<file path="config.mk">
export PLATFORM = sky130hd
export DESIGN_NAME = utf8_byte_stream_decoder
export DESIGN_NICKNAME = d
export VERILOG_FILES = /design/src/hw/rtl/ubd_pkg.sv /design/src/hw/rtl/utf8_byte_stream_decoder.sv /design/src/hw/rtl/ubd_front.sv /design/src/hw/rtl/ubd_fifo.sv /design/src/hw/rtl/ubd_back.sv
export SDC_FILE = /design/constraint.sdc
export NUM_CORES = 1
export LEC_CHECK = 0
export ABC_CLOCK_PERIOD_IN_PS = 6200
export BUFFER_PORTS_ARGS = -buffer_cell sky130_fd_sc_hd__buf_4
export CORE_ASPECT_RATIO = 1.4
export CORE_UTILIZATION = 40
export CTS_BUF_LIST = sky130_fd_sc_hd__clkbuf_4 sky130_fd_sc_hd__clkbuf_8
export CTS_CLUSTER_SIZE = 30
export DETAILED_ROUTE_END_ITERATION = 10
export HOLD_SLACK_MARGIN = 0.03
export PLACE_DENSITY = 0.6
export REMOVE_ABC_BUFFERS = 1
export SLEW_MARGIN = 15
export SYNTH_ARGS = -nofsm -noshare
export SYNTH_HDL_FRONTEND = slang
export SYNTH_SLANG_ARGS = --single-unit
</file>
<file path="constraint.sdc">
create_clock -name i_clk -period 6.2 [get_ports i_clk]
set_input_delay 0.62 -clock i_clk [delete_from_list [all_inputs] [get_ports i_clk]]
set_output_delay 0.62 -clock i_clk [all_outputs]
set_load 0.03 [all_outputs]
</file>
<file path="src/hw/rtl/ubd_pkg.sv">
// Shared types and constants for the UTF-8 byte stream decoder.
package ubd_pkg;

    // Field widths
    localparam int unsigned CODE_W   = 31;
    localparam int unsigned BITS_W   = 5;
    localparam int unsigned OCTET_W  = 8;
    localparam int unsigned PEND_W   = 3;
    localparam int unsigned PAY_W    = 7;

    // Default depth of the queue between front and back
    localparam int unsigned UBD_FIFO_DEPTH = 4;

    // Replacement values and limits
    localparam logic [CODE_W-1:0] ERR_NARROW = 31'h0000_003F;  // '?'
    localparam logic [CODE_W-1:0] ERR_WIDE   = 31'h0000_FFFD;
    localparam logic [CODE_W-1:0] BMP_MAX    = 31'h0000_FFFF;
    localparam logic [BITS_W-1:0] ASCII_BITS = 5'd7;

    // Configuration register indexes
    localparam logic CFG_WIDE_MODE = 1'b0;
    localparam logic CFG_CONT_ERR  = 1'b1;

    // Byte class as seen outside of a sequence
    typedef enum logic [1:0] {
        K_ASCII,     // 0xxxxxxx
        K_CONT,      // 10xxxxxx
        K_LEAD,      // 110xxxxx .. 1111110x
        K_BAD_LEAD   // 0xFE, 0xFF
    } t_kind;

    // One classified byte as it travels through the queue
    typedef struct packed {
        t_kind              kind;
        logic [PAY_W-1:0]   payload;   // ascii value, continuation or lead payload bits
        logic [PEND_W-1:0]  pend_init; // continuations a lead byte announces
        logic [BITS_W-1:0]  seq_bits;  // payload bits of the whole sequence
        logic               eos;
    } t_item;

endpackage

</file>
<file path="src/hw/rtl/utf8_byte_stream_decoder.sv">
// Top level of the UTF-8 byte stream decoder.
// Decodes one byte per cycle while the output is not stalled: a byte word is
// taken into a FIFO_DEPTH-entry queue in the cycle it arrives, the decode
// stage consumes one queued word per clock and registers its result, so a
// result passes the queue entry and then the output register. The sequence
// update sets the rate; the queue and the output register let the input keep
// flowing for FIFO_DEPTH words while the output is stalled. The user must
// write configuration (wide_mode at index 0, continue_on_error at index 1)
// through i_cfg_we only while no string is in flight; nothing here enforces it.
module utf8_byte_stream_decoder #(
    parameter int unsigned FIFO_DEPTH = ubd_pkg::UBD_FIFO_DEPTH
) (
    input  logic                          i_clk,
    input  logic                          i_rst_n,
    // configuration
    input  logic                          i_cfg_we,
    input  logic                          i_cfg_idx,
    input  logic                          i_cfg_wdata,
    // byte input
    input  logic                          i_in_valid,
    output logic                          o_in_stall,
    input  logic [ubd_pkg::OCTET_W-1:0]   i_octet,
    input  logic                          i_end_of_string,
    // decoded output
    output logic                          o_out_valid,
    input  logic                          i_out_stall,
    output logic [ubd_pkg::CODE_W-1:0]    o_code,
    output logic                          o_ok,
    output logic [ubd_pkg::BITS_W-1:0]    o_bit_count
);

    logic            q_full;
    logic            q_empty;
    logic            push;
    logic            pop;
    ubd_pkg::t_item  wr_item;
    ubd_pkg::t_item  rd_item;

    ubd_front u_front (
        .i_in_valid      (i_in_valid),
        .o_in_stall      (o_in_stall),
        .i_octet         (i_octet),
        .i_end_of_string (i_end_of_string),
        .i_q_full        (q_full),
        .o_push          (push),
        .o_item          (wr_item)
    );

    ubd_fifo #(
        .DEPTH (FIFO_DEPTH)
    ) u_fifo (
        .i_clk   (i_clk),
        .i_rst_n (i_rst_n),
        .i_push  (push),
        .i_item  (wr_item),
        .i_pop   (pop),
        .o_full  (q_full),
        .o_empty (q_empty),
        .o_item  (rd_item)
    );

    ubd_back u_back (
        .i_clk       (i_clk),
        .i_rst_n     (i_rst_n),
        .i_cfg_we    (i_cfg_we),
        .i_cfg_idx   (i_cfg_idx),
        .i_cfg_wdata (i_cfg_wdata),
        .i_q_empty   (q_empty),
        .i_item      (rd_item),
        .o_pop       (pop),
        .o_out_valid (o_out_valid),
        .i_out_stall (i_out_stall),
        .o_code      (o_code),
        .o_ok        (o_ok),
        .o_bit_count (o_bit_count)
    );

endmodule

</file>
<file path="src/hw/rtl/ubd_front.sv">
// Input side: takes byte words and classifies each into a queue entry.
module ubd_front (
    input  logic                          i_in_valid,
    output logic                          o_in_stall,
    input  logic [ubd_pkg::OCTET_W-1:0]   i_octet,
    input  logic                          i_end_of_string,
    input  logic                          i_q_full,
    output logic                          o_push,
    output ubd_pkg::t_item                o_item
);

    // Handshake: stall only when the queue has no room
    assign o_in_stall = i_q_full;
    assign o_push     = i_in_valid & ~i_q_full;

    // Classify by counting leading ones of the byte
    always_comb begin
        o_item           = '0;
        o_item.eos       = i_end_of_string;
        o_item.kind      = ubd_pkg::K_BAD_LEAD;
        priority if (!i_octet[7]) begin
            o_item.kind    = ubd_pkg::K_ASCII;
            o_item.payload = i_octet[6:0];
        end else if (!i_octet[6]) begin
            o_item.kind    = ubd_pkg::K_CONT;
            o_item.payload = {1'b0, i_octet[5:0]};
        end else if (!i_octet[5]) begin
            o_item.kind      = ubd_pkg::K_LEAD;
            o_item.payload   = {2'b0, i_octet[4:0]};
            o_item.pend_init = 3'd1;
            o_item.seq_bits  = 5'd11;
        end else if (!i_octet[4]) begin
            o_item.kind      = ubd_pkg::K_LEAD;
            o_item.payload   = {3'b0, i_octet[3:0]};
            o_item.pend_init = 3'd2;
            o_item.seq_bits  = 5'd16;
        end else if (!i_octet[3]) begin
            o_item.kind      = ubd_pkg::K_LEAD;
            o_item.payload   = {4'b0, i_octet[2:0]};
            o_item.pend_init = 3'd3;
            o_item.seq_bits  = 5'd21;
        end else if (!i_octet[2]) begin
            o_item.kind      = ubd_pkg::K_LEAD;
            o_item.payload   = {5'b0, i_octet[1:0]};
            o_item.pend_init = 3'd4;
            o_item.seq_bits  = 5'd26;
        end else if (!i_octet[1]) begin
            o_item.kind      = ubd_pkg::K_LEAD;
            o_item.payload   = {6'b0, i_octet[0]};
            o_item.pend_init = 3'd5;
            o_item.seq_bits  = 5'd31;
        end else begin
            o_item.kind = ubd_pkg::K_BAD_LEAD;
        end
    end

endmodule

</file>
<file path="src/hw/rtl/ubd_fifo.sv">
// Short queue of classified bytes between front and back.
module ubd_fifo #(
    parameter int unsigned DEPTH = ubd_pkg::UBD_FIFO_DEPTH
) (
    input  logic            i_clk,
    input  logic            i_rst_n,
    input  logic            i_push,
    input  ubd_pkg::t_item  i_item,
    input  logic            i_pop,
    output logic            o_full,
    output logic            o_empty,
    output ubd_pkg::t_item  o_item
);

    localparam int unsigned PTR_W = (DEPTH > 1) ? $clog2(DEPTH) : 1;
    localparam int unsigned CNT_W = $clog2(DEPTH + 1);

    ubd_pkg::t_item     r_mem [DEPTH];
    logic [PTR_W-1:0]   r_wr_ptr, n_wr_ptr;
    logic [PTR_W-1:0]   r_rd_ptr, n_rd_ptr;
    logic [CNT_W-1:0]   r_count, n_count;

    assign o_full  = (r_count == CNT_W'(DEPTH));
    assign o_empty = (r_count == '0);
    assign o_item  = r_mem[r_rd_ptr];

    // Pointer wrap and fill level
    always_comb begin
        n_wr_ptr = r_wr_ptr;
        n_rd_ptr = r_rd_ptr;
        n_count  = r_count;
        if (i_push) begin
            n_wr_ptr = (r_wr_ptr == PTR_W'(DEPTH - 1)) ? '0 : r_wr_ptr + 1'b1;
        end
        if (i_pop) begin
            n_rd_ptr = (r_rd_ptr == PTR_W'(DEPTH - 1)) ? '0 : r_rd_ptr + 1'b1;
        end
        if (i_push && !i_pop) begin
            n_count = r_count + 1'b1;
        end else if (i_pop && !i_push) begin
            n_count = r_count - 1'b1;
        end
    end

    always_ff @(posedge i_clk) begin
        if (!i_rst_n) begin
            r_wr_ptr <= '0;
            r_rd_ptr <= '0;
            r_count  <= '0;
        end else begin
            r_wr_ptr <= n_wr_ptr;
            r_rd_ptr <= n_rd_ptr;
            r_count  <= n_count;
        end
    end

    // Entry storage
    always_ff @(posedge i_clk) begin
        if (i_push) begin
            r_mem[r_wr_ptr] <= i_item;
        end
    end

endmodule

</file>
<file path="src/hw/rtl/ubd_back.sv">
// Decode side: sequence state, configuration and the output register.
module ubd_back (
    input  logic                          i_clk,
    input  logic                          i_rst_n,
    // configuration
    input  logic                          i_cfg_we,
    input  logic                          i_cfg_idx,
    input  logic                          i_cfg_wdata,
    // queue side
    input  logic                          i_q_empty,
    input  ubd_pkg::t_item                i_item,
    output logic                          o_pop,
    // result side
    output logic                          o_out_valid,
    input  logic                          i_out_stall,
    output logic [ubd_pkg::CODE_W-1:0]    o_code,
    output logic                          o_ok,
    output logic [ubd_pkg::BITS_W-1:0]    o_bit_count
);

    logic                          r_wide_mode;
    logic                          r_cont_err;

    logic [ubd_pkg::PEND_W-1:0]    r_pend, n_pend;
    logic [ubd_pkg::CODE_W-1:0]    r_acc, n_acc;
    logic [ubd_pkg::BITS_W-1:0]    r_seq, n_seq;
    logic [ubd_pkg::PEND_W-1:0]    r_skip, n_skip;
    logic                          r_halted, n_halted;

    logic                          r_out_valid;
    logic [ubd_pkg::CODE_W-1:0]    r_code;
    logic                          r_ok;
    logic [ubd_pkg::BITS_W-1:0]    r_bits;

    logic                          emit_chr;
    logic                          err;
    logic [ubd_pkg::CODE_W-1:0]    chr_val;
    logic [ubd_pkg::BITS_W-1:0]    chr_bits;
    logic [ubd_pkg::CODE_W-1:0]    res_code;
    logic                          res_ok;
    logic [ubd_pkg::BITS_W-1:0]    res_bits;
    logic                          res_valid;

    // Take a word whenever the output register is free or draining
    assign o_pop = ~i_q_empty & (~r_out_valid | ~i_out_stall);

    // Sequence decode, one queue word per cycle unless the output register is held
    always_comb begin
        n_pend   = r_pend;
        n_acc    = r_acc;
        n_seq    = r_seq;
        n_skip   = r_skip;
        n_halted = r_halted;
        emit_chr = 1'b0;
        err      = 1'b0;
        chr_val  = r_acc;
        chr_bits = r_seq;

        priority if (r_halted) begin
            // drop until end of string
        end else if (r_skip != '0) begin
            n_skip = r_skip - 1'b1;
        end else if (r_pend != '0) begin
            if (i_item.kind == ubd_pkg::K_CONT) begin
                n_acc  = {r_acc[ubd_pkg::CODE_W-7:0], i_item.payload[5:0]};
                n_pend = r_pend - 1'b1;
                if (n_pend == '0) begin
                    emit_chr = 1'b1;
                    chr_val  = n_acc;
                end else if (i_item.eos) begin
                    err = 1'b1;
                end
            end else begin
                // bad continuation eats the rest of the nominal length
                n_skip = r_pend - 1'b1;
                n_pend = '0;
                err    = 1'b1;
            end
        end else begin
            unique case (i_item.kind)
                ubd_pkg::K_ASCII: begin
                    emit_chr = 1'b1;
                    chr_val  = ubd_pkg::CODE_W'(i_item.payload);
                    chr_bits = ubd_pkg::ASCII_BITS;
                end
                ubd_pkg::K_LEAD: begin
                    n_acc  = ubd_pkg::CODE_W'(i_item.payload);
                    n_seq  = i_item.seq_bits;
                    n_pend = i_item.pend_init;
                    err    = i_item.eos;
                end
                ubd_pkg::K_CONT, ubd_pkg::K_BAD_LEAD: begin
                    err = 1'b1;
                end
                default: begin
                    err = 1'b1;
                end
            endcase
        end

        if (err && !r_cont_err) begin
            n_halted = 1'b1;
        end

        // end of string clears all sequence state
        if (i_item.eos) begin
            n_pend   = '0;
            n_acc    = '0;
            n_seq    = '0;
            n_skip   = '0;
            n_halted = 1'b0;
        end
    end

    // Result formatting for the selected output mode
    always_comb begin
        res_valid = emit_chr | (err & r_cont_err);
        res_code  = chr_val;
        res_ok    = 1'b1;
        res_bits  = chr_bits;
        if (emit_chr) begin
            if (r_wide_mode && chr_val > ubd_pkg::BMP_MAX) begin
                res_code = ubd_pkg::ERR_WIDE;
            end
        end else begin
            res_code = r_wide_mode ? ubd_pkg::ERR_WIDE : ubd_pkg::ERR_NARROW;
            res_ok   = 1'b0;
            res_bits = '0;
        end
    end

    // Control state and configuration
    always_ff @(posedge i_clk) begin
        if (!i_rst_n) begin
            r_wide_mode <= 1'b0;
            r_cont_err  <= 1'b0;
            r_pend      <= '0;
            r_acc       <= '0;
            r_seq       <= '0;
            r_skip      <= '0;
            r_halted    <= 1'b0;
            r_out_valid <= 1'b0;
        end else begin
            if (i_cfg_we) begin
                unique case (i_cfg_idx)
                    ubd_pkg::CFG_WIDE_MODE: r_wide_mode <= i_cfg_wdata;
                    ubd_pkg::CFG_CONT_ERR:  r_cont_err  <= i_cfg_wdata;
                    default: ;
                endcase
            end
            if (o_pop) begin
                r_pend      <= n_pend;
                r_acc       <= n_acc;
                r_seq       <= n_seq;
                r_skip      <= n_skip;
                r_halted    <= n_halted;
                r_out_valid <= res_valid;
            end else if (!i_out_stall) begin
                r_out_valid <= 1'b0;
            end
        end
    end

    // Output payload
    always_ff @(posedge i_clk) begin
        if (o_pop && res_valid) begin
            r_code <= res_code;
            r_ok   <= res_ok;
            r_bits <= res_bits;
        end
    end

    assign o_out_valid = r_out_valid;
    assign o_code      = r_code;
    assign o_ok        = r_ok;
    assign o_bit_count = r_bits;

    // Skipping and collecting continuations never overlap
    a_skip_pend_excl: assert property (@(posedge i_clk) disable iff (!i_rst_n)
        !(r_skip != '0 && r_pend != '0))
        else $error("skip and pending counts both nonzero");

    // A consumed end-of-string word leaves no sequence state behind
    a_eos_clears: assert property (@(posedge i_clk) disable iff (!i_rst_n)
        (o_pop && i_item.eos) |=>
        (r_pend == '0 && r_skip == '0 && !r_halted && r_seq == '0))
        else $error("state not cleared after end of string");

    // Error words carry no bit count, characters always do
    a_bits_match_ok: assert property (@(posedge i_clk) disable iff (!i_rst_n)
        r_out_valid |-> ((r_ok && r_bits != '0) || (!r_ok && r_bits == '0)))
        else $error("bit count does not match ok flag");

endmodule

</file>
Word level (Yosys, flattened, before mapping) --
Memories as Yosys holds them, arrays and structs flattened. A register that Yosys moved wholly into a read port is not among the register bits. Cells that the tools add are included. Widths: inputs -> output; s select.
Operators by class: add/subtract/negate cells 6, $lt $le $gt $ge 1, eq/ne operators 12, muxes and demuxes 71, bitwise logic cells 10, reductions and logical operators 26
Operators with widths (count):
- $mux 31 | 14
- $mux 17 | 3
- $mux 5 | 9
- $mux 3 | 13
- $mux 16 | 2
- $gt 31x16->1 const B | 1
- $mux 9 | 3
- $mux 1 | 20
- $mux 8 | 2
- $reduce_bool 3->1 | 4
- $reduce_and 5->1 | 2
- $sub 3x1->3 const B | 3
- $eq 2x2->1 const B | 4
- $mux 2 | 4
- $ne 2x1->1 const B | 4
- $reduce_and 4->1 | 2
- $logic_not 3->1 | 2
- $reduce_and 2->1 | 3
- $reduce_bool 2->1 | 3
- $logic_and 1x1->1 | 5
- $not 1->1 | 5
- $add 2x1->2 const B | 2
- $add 3x1->3 const B | 1
- $and 1x1->1 | 3
- 9 further kinds | 12
Storage, ports and cells: flip-flop bits (word level) 90, RAM bits 72, input port bits 16, output and inout bits 39, memories 1
Memory list:
- u_fifo.r_mem | words 4, bits a word 18, rd ports 1, clocked after Yosys merged registers in 1, wr ports 1, line ubd_fifo.sv:18 | ubd_pkg::t_item r_mem [DEPTH];

Longest topological paths before layout --
word-level depth 11, gate-level depth with buffers 10

Hierarchy --
From an unflattened synthesis, not the netlist that was laid out.
Second synthesis, totals: cell total of the unflattened synthesis 534, area total of the unflattened synthesis 6815.3 sq um
By module, submodules not included:
- ubd_back | instances 1, cells each 365, area an instance 3535.9 sq um, sequential area each 1911.8 sq um
- ubd_fifo | instances 1, cells each 138, area an instance 3096.7 sq um, sequential area each 2342.2 sq um
- ubd_front | instances 1, cells each 31, area an instance 182.7 sq um, sequential area each 0.0 sq um

Least setup slack after synthesis --
OpenSTA, ideal clock, no wires.
path type register to register, start register with a tool-made name, end register u_back.r_bits (netlist bit u_back.o_bit_count[0]), enable pin, arrival 3500 ps, data required time 5769 ps, setup slack 2269 ps, stages on the path, launching flop included 8, buffers on the path 2, clock period less this slack 3931 ps, cells stage by stage dfxtp_1 clkbuf_1 mux4_2 nand2b_1 a211oi_1 buf_2 a31oi_1 nor2_1
RTL lines:
- end signal, assigned | line ubd_back.sv:169 | r_bits <= res_bits;
- end, declared | line ubd_back.sv:33 | logic [ubd_pkg::BITS_W-1:0] r_bits;

==> results.yml <==
floorplan:
  start_util: 0.407
  die_x_um: 110
  die_h_um: 153
  die_area_um2: 16900
  ios: 55
  coreArea_um2: 16100
  row_count: 55
clocking:
  hold_buffers: 0
  cts.sinks: 150
  cts_tree: "done"
  cts_resized: 0
  clock_path_buffers: 2
  cts_setup_buffers: 0
  htreeDepth: 4
  cts_buffers: 17
  cts_root_buf: "clkbuf_8"
  insertion_delay_ns: 0.44
  clk_pin_slew_ns: 0.09
logic_synthesis:
  syn_area_um2: 6550
  avgSynthCellArea_um2: 12.5
  synthArstFlopShare: 0
  synthCells: 524
  yosysWarnings: 0
  synth_enable_flop_cells: 101
  ys_ff_latch: 150
  synth_ff_type: "edfxtp_1"
  synth-seq-area-share: 0.613
  synth_cell_type_count: 54
setup_path:
  endpoint_kind: "flip-flop"
  critPathRequiredTime_ns: 6.26
  crit_type: "flip-flop to flip-flop"
  reg2reg_depth: 5
  cp.arrival_ns: 3.39
  cp-start-kind: "flip-flop"
  reg2reg_slack_ns: 2.87
  r2r-end: "u_back.o_code[6]"
  critPathMaxFanout: 37
sta:
  setup_violations: 0
  tns_ns: 0
  hold_viol: 0
  min_period_ns: 3.33
  hold_slack_ns: 0.385
  worst_slack_ns: 2.87
  drv_slew: 0
  finalClockSkew_ns: 0.0183
  tightest_slew_ns: 1.01
  grt_setup_unrepaired: "no"
  slew_headroom: 0.322
  period_share: 0.538
  max_freq_ghz: 0.300
route:
  num_vias: 4257
  wl_per_cell_um: 17.1
  via_per_inst: 5.44
  drtPass1Iterations: 5
  drtIter0Drc: 187
  ant_nets: 0
  finalWirelength_mm: 13.4
  drcViolationCount: 0
global_routing:
  overflow: 0
  antenna_found_initial: 0
  grt_pass1_vias: 4275
  grt_first_pass_wirelength_mm: 21.7
  grt_usage: 0.171
  grt_max_degree: 48
cells_and_area:
  final_area_um2: 7540
  areaGrowthSynthToFinish_pct: 15.1
  final_common_cell: "edfxtp_1"
  fin_cells: 783
  nNetsFinal: 599
  fillers: 1491
  drive_gt1_frac: 0.207
  insertedDiodeCount: 0
  utilization: 0.468
  final_cell_mix: "edfxtp_1, nand2_1, buf_4, dfxtp_1, nand3_1"
power_and_ir_drop:
  combPwrFrac: 0.392
  p_leak_nw: 2.68
  pwr-share-seq: 0.389
  p_int_mw: 2.14
  p_sw_mw: 1.42
  power_mw: 3.57
  p_per_area_nw_per_um2: 473
  max-vdd-ir-drop_v: 0.000234
  clockPowerShare: 0.219
  sw_frac_of_total: 0.398
worst_hold_path:
  hp-class: "primary input to flip-flop"
  holdPathEnd: "u_fifo.r_mem[2][0]"
  min_path_cells: 1
  hold_start: "i_end_of_string"
placement:
  dp_cells: 751
  hpwl_mm: 9.25
  placed_cell_area_um2: 7110
  gp_congestion: 0.815
  io_buffer_count: 54
  pre_cts_slack_ns: 2.82
run:
  maxCapViolations: 0
status:
  outcome: "finished clean"
## Yosys cell counts, types with 2 or more instances
cell type / count / area [um^2]
nor3b_1: 2 / 15.0
o211a_1: 3 / 30.0
ha_1: 11 / 138
xor2_1: 2 / 17.5
and2_1: 9 / 56.3
o31ai_1: 3 / 22.5
or3_1: 3 / 18.8
a21o_1: 2 / 15.0
a21boi_0: 34 / 255
and3_1: 13 / 81.3
nor2_1: 12 / 45.0
buf_4: 2 / 15.0
o211ai_1: 7 / 52.6
clkbuf_1: 17 / 63.8
nor4_1: 4 / 25.0
nand2_1: 58 / 218
dfxtp_1: 49 / 981
nor3_1: 5 / 25.0
nor2b_1: 13 / 81.3
a211oi_1: 2 / 15.0
edfxtp_1: 101 / 3030
a31oi_1: 4 / 25.0
nand2b_1: 7 / 43.8
mux4_2: 16 / 360
o21a_1: 2 / 15.0
o221ai_2: 2 / 30.0
a21oi_1: 12 / 60.1
inv_1: 20 / 75.1
a22oi_1: 4 / 30.0
or2_2: 2 / 12.5
mux2i_1: 7 / 70.1
nand3_1: 45 / 225
buf_2: 10 / 50.1
o21ai_0: 11 / 55.1
a21boi_1: 11 / 82.6
## final cells by class
class / count / area, um^2 / area share
Tap cell: 199 / 249 / 0.0330
Sequential cell: 150 / 4010 / 0.532
Inverter: 21 / 78.8 / 0.0105
Timing Repair Buffer: 58 / 435 / 0.0578
Multi-Input combinational cell: 323 / 2340 / 0.310
Clock buffer: 17 / 234 / 0.0310
Clock inverter: 15 / 188 / 0.0249
## kinds of logic (layout without fill, tap and decap cells)
family / after synthesis / in the layout / synth area share
and+or+nand+nor: 179 / 179 / 0.141
DFF: 150 / 150 / 0.613
AOI/OAI and AO/OA: 105 / 105 / 0.117
buffers and inverters: 51 / 111 / 0.0334
muxes: 24 / 24 / 0.0674
adders and majority gates: 12 / 12 / 0.0241
xor gates and xnor gates: 3 / 3 / 0.00401
## state kept, by name, summed over array words and instances, names as in the netlist, named ones only
signal	cells
u_back.o_bit_count	5
u_fifo.r_wr_ptr	2
u_back.o_code	31
u_fifo.r_rd_ptr	2
u_back.r_wide_mode	1
u_back.r_acc	26
u_fifo.r_mem	64
u_fifo.r_count	3
u_back.r_skip	3
u_back.r_cont_err	1
u_back.o_out_valid	1
u_back.r_seq	4
u_back.r_halted	1
u_back.o_ok	1
u_back.r_pend	3
## power by group through the flow
stage          registers [mW]  clock network (mW)  logic [mW]
2_1_floorplan            1.57                   0       0.774
3_3_place_gp             1.40                   0        1.37
3_5_place_dp             1.41                   0        1.39
4_1_cts                  1.39               0.800        1.39
5_1_grt                  1.41               0.836        1.53
6_report                 1.39               0.781        1.40
## worst max-delay path by stage
stage	to	slack, ns	depth (start not counted)
finish	u_back.o_code[6]	2.87	5
detailed placement	u_back.o_code[13]	2.82	5
global placement	u_back.o_code[2]	2.88	5
global route	u_back.o_code[28]	2.61	5
CTS	u_back.o_code[28]	2.80	5
floorplan	u_back.o_bit_count[0]	1.46	5
## critical path: stages, from the launching register on
cell and delay, ns:
dfxtp_1 0.87, mux4_2 0.51, and2b_1 0.31, a31oi_1 0.29
a31oi_1 0.17, nor2_4 0.78
## layer usage
| metal | up-vias | GRT usage | wire length [um] |
|---|---|---|---|
| met1 | 2110 | 0.200 | 5550 |
| met2 | 101 | 0.304 | 7160 |
| met5 | - | 0 | 0 |
| met4 | 0 | 0.0533 | 184 |
| li1 | 2033 | - | - |
| met3 | 13 | 0.0388 | 472 |
No activity file was read; power rests on OpenSTA's default activity.
